### src/design/assert_macros.svh
// Assertion helpers for the RTL.
`ifndef ASSERT_MACROS_SVH
`define ASSERT_MACROS_SVH

// Same-cycle implication, disabled while reset is asserted.
`define CHK_IMPL(lbl, clk, rstn, ante, cons) \
  lbl: assert property (@(posedge clk) disable iff (!rstn) (ante) |-> (cons)) \
    else $error("assertion failed");

// Next-cycle implication, disabled while reset is asserted.
`define CHK_NEXT(lbl, clk, rstn, ante, cons) \
  lbl: assert property (@(posedge clk) disable iff (!rstn) (ante) |=> (cons)) \
    else $error("assertion failed");

`endif

### src/design/skrt_pkg.sv
`default_nettype none

package skrt_pkg;

  // Defaults for the top-level parameters
  localparam int CAPACITY_DEF    = 64;
  localparam int VALUE_WIDTH_DEF = 16;

  // Configuration port
  localparam int          CFG_ADDR_W   = 3;
  localparam logic        REG_KEY_LOW  = 1'b0;
  localparam logic        REG_KEY_HIGH = 1'b1;
  localparam logic [15:0] KEY_LOW_RST  = 16'd10601;
  localparam logic [15:0] KEY_HIGH_RST = 16'd10650;

  // Field index inside one record
  localparam int FLD_KEY = 0;

  typedef enum logic [1:0] {
    KIND_INSERT,
    KIND_MODIFY,
    KIND_DELETE,
    KIND_READ
  } kind_t;

  typedef enum logic [2:0] {
    STAT_OK,
    STAT_WINDOW,
    STAT_DUP,
    STAT_MISSING,
    STAT_FULL,
    STAT_SELECT,
    STAT_POSITION
  } status_t;

  // Score select doubles as the field index inside a record
  typedef enum logic [1:0] {
    SEL_NONE,
    SEL_FIRST,
    SEL_SECOND,
    SEL_THIRD
  } score_sel_t;

  typedef enum logic [1:0] {
    S_IDLE,
    S_CMP,
    S_DEC,
    S_APPLY
  } state_t;

  // Command broadcast to every cell of the row
  typedef struct packed {
    logic       shift_up;
    logic       shift_down;
    logic       put_score;
    score_sel_t score_sel;
  } cell_ctl_t;

endpackage

`default_nettype wire

### src/design/skrt_cell.sv
`default_nettype none

// One slot of the sorted table: holds a record, compares it against the
// broadcast key and trades records with its neighbors on a shift.
module skrt_cell #(
  parameter int VW  = skrt_pkg::VALUE_WIDTH_DEF,
  parameter int CW  = 7,
  parameter int IDX = 0
) (
  input  wire logic                  clk,
  input  wire logic [CW-1:0]         count_i,
  input  wire logic [5:0]            position_i,
  input  wire logic [3:0][VW-1:0]    new_rec_i,
  input  wire logic [VW-1:0]         new_score_i,
  input  wire skrt_pkg::cell_ctl_t   ctl_i,
  input  wire logic                  prev_lt_i,
  input  wire logic [3:0][VW-1:0]    prev_rec_i,
  input  wire logic [3:0][VW-1:0]    next_rec_i,
  output logic [3:0][VW-1:0]         rec_o,
  output logic                       lt_o,
  output logic                       eq_o,
  output logic                       hit_o
);

  logic [3:0][VW-1:0] rec_r, rec_nxt;
  logic               lt_r, eq_r, hit_r;
  logic               occ;
  logic               at_slot;

  assign occ     = CW'(IDX) < count_i;
  assign at_slot = !lt_r && prev_lt_i;

  // Compare flags against the current command
  always_ff @(posedge clk) begin
    lt_r  <= occ && (rec_r[skrt_pkg::FLD_KEY] < new_rec_i[skrt_pkg::FLD_KEY]);
    eq_r  <= occ && (rec_r[skrt_pkg::FLD_KEY] == new_rec_i[skrt_pkg::FLD_KEY]);
    hit_r <= 32'(position_i) == 32'(IDX);
  end

  // Shift, place or patch the record
  always_comb begin
    rec_nxt = rec_r;
    if (ctl_i.shift_up) begin
      if (at_slot) begin
        rec_nxt = new_rec_i;
      end else if (!lt_r) begin
        rec_nxt = prev_rec_i;
      end
    end
    if (ctl_i.shift_down && !lt_r) begin
      rec_nxt = next_rec_i;
    end
    if (ctl_i.put_score && eq_r) begin
      rec_nxt[ctl_i.score_sel] = new_score_i;
    end
  end

  always_ff @(posedge clk) begin
    rec_r <= rec_nxt;
  end

  assign rec_o = rec_r;
  assign lt_o  = lt_r;
  assign eq_o  = eq_r;
  assign hit_o = hit_r;

endmodule

`default_nettype wire

### config.mk
export PLATFORM = sky130hd
export DESIGN_NAME = skrt_cell
export DESIGN_NICKNAME = d
export VERILOG_FILES = /design/src/design/assert_macros.svh /design/src/design/skrt_pkg.sv /design/src/design/skrt_cell.sv
export SDC_FILE = /design/constraint.sdc
export NUM_CORES = 1
export LEC_CHECK = 0
export ABC_AREA = 1
export BUFFER_PORTS_ARGS = -buffer_cell sky130_fd_sc_hd__buf_2
export CORE_UTILIZATION = 25
export CTS_CLUSTER_DIAMETER = 200
export DETAILED_ROUTE_END_ITERATION = 7
export GPL_ROUTABILITY_DRIVEN = 0
export PLACE_DENSITY = 0.59
export SETUP_SLACK_MARGIN = 0.2
export SKIP_LAST_GASP = 1
export SYNTH_ARGS = -nofsm -noshare
export SYNTH_HDL_FRONTEND = slang
export SYNTH_SLANG_ARGS = --single-unit
### constraint.sdc
create_clock -name clk -period 4.4 [get_ports clk]
set_clock_uncertainty 0.2 [all_clocks]
set_input_delay 0.44 -clock clk [delete_from_list [all_inputs] [get_ports clk]]
set_output_delay 0.44 -clock clk [all_outputs]
set_load 0.05 [all_outputs]
After elaboration in Yosys (flattened, before gate mapping):

Index checks and enable logic that the tools add are counted.

* flip-flop bits (word level): 67
* bits of input ports: 228
* memory bits (writable): 0
* output and inout bits: 67
* word-level logic and storage cells: 28
* latch bits: 0
* bits in read-only memories: 0
* memories: 0

* reduce and logical (&&, ||, !) cells: 8
* add/subtract/negate cells: 0
* bitwise logic cells: 0
* magnitude comparators: 4
* $mul: 0
* mux-type cells: 8
* divide/modulo/power cells: 0
* shift-type cells: 0
* equality and inequality tests: 1

Operators by type and width (number)
* 64-bit two-way mux: 5
* 64-bit bitwise mux: 1
* 16-bit demux with 2-bit select: 1
* 16-bit equality test: 1
* 16-bit less-than comparator: 1
* 16-bit two-way mux: 1
* 1-bit by 7-bit less-than comparator with 1-bit output (first input constant): 1
* 1-bit logical AND: 6
* 6-bit logical NOT: 1
* 2-bit by 3-bit less-than comparator with 1-bit output (second input constant): 1
* 2-bit by 1-bit >= comparator with 1-bit output (second input constant): 1
* 1-bit logical NOT: 1

Depth between registers and ports, before layout:

Gate-level depths: netlist (run 1).

* word-level depth: 7
* mapped depth: 10
* depth with buffers taken out: 10

Worst setup path before layout (run 1):

OpenSTA, ideal clock, no wires.

* kind: register to register
* start: reg eq_r (netlist: eq_o)
* end: reg rec_r, in the netlist rec_o[10]
* setup slack: 2.469 ns
* stages on the path, launching flop included: 7
* period minus slack after synthesis: 1.931 ns
* data required time: 4.082 ns
* buffers on the path: 1
* library setup time: 0.118 ns
* data arrival time: 1.613 ns
* path through: dfxtp_1 > nand2_2 > nor3_2 > inv_2 > buf_2 > nor2_1 > a21oi_1

RTL lines
* from (decl): line skrt_cell.sv:26 `logic lt_r, eq_r, hit_r;`
* from (signal assigned): line skrt_cell.sv:36 `eq_r <= occ && (rec_r[skrt_pkg::FLD_KEY] == new_rec_i[skrt_pkg::FLD_KEY]);`
* to (signal assigned): line skrt_cell.sv:59 `rec_r <= rec_nxt;`
* to (decl): line skrt_cell.sv:25 `logic [3:0][VW-1:0] rec_r, rec_nxt;`

==> results of run 1 <==
## critical path: stages (launching register included)
cell      delay (ns)
dfxtp_2         0.33
inv_4           0.46
nand2_2         0.38
clkinv_2        0.79
buf_4           0.40
a21oi_1         0.11
a21oi_1         0.17
## power groups by stage
stage,Combinational (mW),Clock (mW),Sequential (mW)
after detailed placement,3.58,0,1.16
after global placement,3.54,0,1.16
after CTS,3.59,0.895,1.15
final,3.58,0.871,1.15
after floorplan,1.67,0,2.22
after global routing,3.95,0.917,1.19
## synth_stat cells, drive strengths merged
cell type and count:
a21o 1, a21oi 179, and3 1, buf 51, clkbuf 17, dfxtp 67
ha 16, inv 241, nand2 348, nand3 132, nor2 108, nor3 4
nor3b 1, o21bai 1
## stage by stage
| stage | std cells | total power [mW] | util | hold slack (ns) | area (um^2) |
|---|---|---|---|---|---|
| 2_1_floorplan | 1167 | 3.894 | - | 0.3887 | 6147 |
| 3_3_place_gp | 1726 | 4.705 | 0.3200 | 0.3623 | 7759 |
| 3_5_place_dp | 1726 | 4.735 | 0.3200 | 0.3699 | 7759 |
| 4_1_cts | 1742 | 5.637 | 0.3345 | 0.1544 | 8110 |
| 5_1_grt | 1742 | 6.052 | 0.3345 | 0.1751 | 8110 |
| 6_report | 1742 | 5.605 | 0.3345 | 0.1691 | 8110 |
## registers in the layout, indices dropped and copies added (netlist names)
name	flops
lt_o	1
rec_o	64
hit_o	1
eq_o	1
## path summary, 6_finish.rpt
path / to / slack [ns] / cells after the start
worst max-delay path: rec_o[33] / 1.44 / 6
worst min-delay path: hit_o / 0.17 / 3
worst max register to register: rec_o[33] / 1.44 / 6
worst min register to register: rec_o[59] / 0.38 / 4
## logic make-up (layout without fill, tap and decap cells)
logic type,after synthesis,in the layout,synth area share
DFF,67,67,0.2182
AOI/OAI and AO/OA,181,181,0.1482
and+or+nand+nor,594,594,0.3985
adders and majority gates,16,16,0.03257
buffers and inverters,309,560,0.2025
## layer usage
layer	up-vias	share of wire	track usage	routed length, um
li1	4036	-	-	-
met1	3476	0.46	0.2676	11890
met2	315	0.46	0.3451	11930
met3	31	0.067	0.04206	1744
met4	2	0.019	0.05649	492
met5	-	0.00050	0	13
## layout make-up
| type | instances | area, um^2 |
|---|---|---|
| fillers | 2826 | 16140 |
| inverters | 241 | 908.4 |
| clock buffers | 10 | 239.0 |
| well taps | 324 | 405.4 |
| multi-input cells | 791 | 3563 |
| flip-flops and latches | 67 | 1343 |
| repair buffers | 303 | 1539 |
| clock inverters | 6 | 112.6 |
==> results.md, run 1 <==
- Synthesized area per cell: ~5.3 um^2
- FMAX: approximately 340 MHz
- Initial Util: 0.2535
- Gate power share: 0.639
- Share of layout cells above drive strength 1: 0.2370
- Antenna violations before repair: 1
- Hold buffer count at cts: 0
- Vias: 7,860
- CTS buffer count: 9
- Worst slew pin tran: roughly 0.96 ns
- Yosys Warn Count: 0
- Status: complete, no violations
- Period Utilization, post-route: 0.6732
- Clk_lat worst skew: about 0.33 ns
- Maximum clock path buffer count: 2
- Commonest cells after routing, fill and taps aside: nand2_1, buf_2, inv_1
- Syn_nets: 1,411
- Pwr/cell area: 691.1 nW/um^2
- IO Port Bufs: 294
- Crit path kind: reg2reg
- CTS clk-pin slew, worst paths: 0.06 ns
- Total Wirelength: 26,070 um
- Iteration-0 DRC Markers: approximately 440
- Worst Hold Class: in2reg
- Vias per std cell: roughly 4.5
- Clock sink total: 67
- First-pass GRT wire length: around 41,000 um
- # IOs: 295
- GRT overflow: 0
- Unrepaired setup endpoints after global routing: false
- Die Span X: 158.8 um
- Synth cell types: 20
- Number of max-cap violations: 0
- Hold path start: position_i[0]
- Worst vdd ir: 409.9 uV
- Crit end category: flop
- CTS H-tree lvls: 3
- Internal power component: around 2.5 mW
- Crit Reg-Reg Startpoint: lt_o
- Worst path arrival time: between 3 and 4 ns
- Power share of the clock group: 0.155
- Final worst-path setup slack: 1.438 ns
- Cell Area, Synth: roughly 6000 um^2
- Std-Cell Rows: 57
- CTS tree: yes
- Max Slew Vio Count: 0
- WL per Instance: 14.96 um
- CP Launch Type: flop
- Yosys top cell area share: 0.2182
- Origin of the worst setup path: lt_o
- Synth top area cells: dfxtp_1, nand2_1, a21oi_1, inv_1, nand3_1
- Post-route ant nets: 0
- Most common cell after layout, fill and taps aside: nand2_1
- Core area: 24,250 um^2
- Hold Violations, Final: 0
- Antenna diodes: 0
- Largest fanout on the critical path: 67
- Number of global-route vias before repair: ~7,400
- Resize count post-CTS: 0
- Final #Nets: 1,657
- Sequential element share of the synthesized area: 0.2182
- Height of the die: 158.8 um
- Residual DRC: 0
- Root buf cell: clkbuf_16
- Postcts setup bufs: 0
- Tot GR Track Use: 0.2066
- Post-synth top area cell: dfxtp_1
- Final setup vio count: 0
- Die area: roughly 25,000 um^2
- Min cycle time layout: 2.962 ns
- Router iterations before antenna repair: 5
- Crit path required time: between 4 and 5 ns
- Area Overhead vs Synth: 31.94%
- Slew margin rel.: 0.3589
- Hpwl dp: approximately 19,000 um
- Place WS: 1.458 ns
- Setup Total Neg Slack: 0 ns
- Count of state elements after synthesis: between 60 and 70
- Cells after synthesis: 1,167
- Switch Pwr: approximately 3.1 mW
- Sw frac: 0.5535
- Reg power frac: 0.206
- Largest net degree at the start of global routing: 68
- Leakage power total: 5.051 nW
No activity file was read; power rests on OpenSTA's default activity.
==> run 2, diff against run 1 <==
Clock period 4.4 ns to 2.9 ns, I/O delays scaled along.
==> run 2 against run 1 <==
Effect of this change: non-clock buffer count up 5; largest power group unchanged; design area is essentially flat; worst hold slack worse by 0.14 ns; global-route usage increased by 0.083 points; die area unchanged; via count increased by 0.14%; worst setup slack worse by 0.78 ns.
==> results.md, run 2 (synthesis gave the netlist of run 1 again) <==
- CTS clk-pin slew, worst paths: 0.06 ns (about the same)
- Clock sink total: 67 (unchanged)
- Height of the die: 158.8 um (unchanged)
- Resize count post-CTS: 0 (unchanged)
- Number of global-route vias before repair: 7,529 (was 7,406)
- Final setup vio count: 0 (unchanged)
- Crit end category: output port (was flop)
- Period Utilization, post-route: 0.7725
- Unrepaired setup endpoints after global routing: false (unchanged)
- Slew margin rel.: 0.4238 (was 0.3589)
- Most common cell after layout, fill and taps aside: nand2_1 (unchanged)
- Share of layout cells above drive strength 1: 0.2377 (was 0.2370)
- Setup Total Neg Slack: 0 ns (unchanged)
- Post-Layout Inst Area: 8107 um^2 (was 8110 um^2)
- Final hold slack: 0.03171 ns (was 0.1691 ns)
- Std-Cell Rows: 57 (unchanged)
- Area Overhead vs Synth: 31.87% (was 31.94%)
- Postcts setup bufs: 0 (unchanged)
- WL per Instance: 15.18 um (was 14.96 um)
- Worst vdd ir: 586.8 uV (was 409.9 uV)
- IO Port Bufs: 294 (unchanged)
- Crit path required time: 2.41 ns (was 4.47 ns)
- Total Wirelength: 26,510 um (was 26,070 um)
- Min cycle time layout: 2.240 ns
- Vias per std cell: 4.505 (was 4.512)
- GR peak layer: met2 (unchanged)
- DP Area: 7809 um^2 (was 7759 um^2)
- Hpwl dp: 18,970 um (was 18,990 um)
- Met2 Resource Use GR: 0.3499 (was 0.3451)
- Final #Nets: 1,662 (was 1,657)
- Met1 usage: 0.2682 (was 0.2676)
- # IOs: 295 (unchanged)
- Iteration-0 DRC Markers: 621 (was 441)
- Die Span X: 158.8 um (unchanged)
- CTS H-tree lvls: 3 (unchanged)
- Worst slew pin tran: 0.8642 ns (was 0.9605 ns)
- Core area: 24,250 um^2 (unchanged)
- Crit path kind: reg2out (was reg2reg)
- CTS tree: yes (unchanged)
- First-pass GRT wire length: 40,660 um (was 40,630 um)
- Tot GR Track Use: 0.2075 (was 0.2066)
- CP Launch Type: flop (unchanged)
- Worst path arrival time: 1.75 ns (was 3.03 ns)
- Vias: 7,871 (was 7,860)
- Commonest cells after routing, fill and taps aside: nand2_1, buf_2, inv_1 (unchanged)
- Status: complete, no violations (unchanged)
- M3 GR Usage: 0.03553 (was 0.04206)
- Max Slew Vio Count: 0 (unchanged)
- Final core occ: 0.3343 (was 0.3345)
- Pwr/cell area: 1031 nW/um^2 (was 691.1 nW/um^2)
- Router iterations before antenna repair: 7 (was 5)
- FMAX: 446.4 MHz
- GRT overflow: 0 (unchanged)
- Clk_lat worst skew: 0.34 ns (was 0.33 ns)
- Antenna violations before repair: 1 (unchanged)
- Post-route ant nets: 0 (unchanged)
- Flop2flop setup slack: 0.77 ns (was 1.44 ns)
- Worst Hold Class: in2reg (unchanged)
- Leakage power total: 5.066 nW (was 5.051 nW)
- Maximum clock path buffer count: 2 (unchanged)
- Initial Util: 0.2535 (unchanged)
- Largest net degree at the start of global routing: 87 (was 68)
- Die area: 25,220 um^2 (unchanged)
- Hold buffer count at cts: 0 (unchanged)
- Number of max-cap violations: 0 (unchanged)
- Final worst-path setup slack: 0.6598 ns (was 1.438 ns)
- Largest fanout on the critical path: 65 (was 67)
- Root buf cell: clkbuf_16 (unchanged)
- CTS buffer count: 9 (unchanged)
- Residual DRC: 0 (unchanged)
- Largest register FFs: 64 (unchanged)
- Place WS: 0.7735 ns (was 1.458 ns)
- Hold Violations, Final: 0 (unchanged)
==> run 2: changes by cell type in the layout (fill, tap and decap cells not counted) <==
cell,previous run,this run
buf_4,9,13
clkinvlp_4,3,0
bufinv_16,3,1
clkbuf_1,0,2
buf_12,0,1
clkbuf_8,1,2
clkinv_2,1,2
diode_2,0,1
==> run 2: stage by stage <==
step	power, mW	std cells
finish	8.361	1747
global route	9.025	1746
CTS	8.405	1746
detailed placement	7.231	1731
global placement	7.162	1731
floorplan	5.909	1167
==> run 2: cell type report <==
type	instances	area (um^2)
Tap cell	324	405.4
Clock buffer	13	260.3
Clock inverter	2	35.03
Antenna cell	1	2.502
Timing Repair Buffer	308	1589
Inverter	241	908.4
Sequential cell	67	1343
Fill cell	2819	16140
Multi-Input combinational cell	791	3563
==> run 2: per-layer routing <==
layer,vias up,part of all wire
met5,-,0.00049
met4,2,0.017
met1,3468,0.45
met2,313,0.47
met3,41,0.065
li1,4047,-
==> run 2: power by group <==
part           switching (mW)  total (mW)  internal [mW]
Sequential              0.347        1.77           1.42
Clock                   0.426        1.13          0.708
Combinational            3.93        5.46           1.53
==> run 2: final timing paths <==
path,to,startpoint,cells after the start
setup / recovery,lt_o,lt_o,2
hold / removal,hit_o,position_i[0],3
setup reg to reg,rec_o[40],lt_o,6
hold reg to reg,rec_o[51],rec_o[51],4
==> run 2: worst max-delay path, cell delays in order, from the launching register on <==
cell,delay (ns)
dfxtp_2,0.35
buf_4,0.66
buf_2,0.40
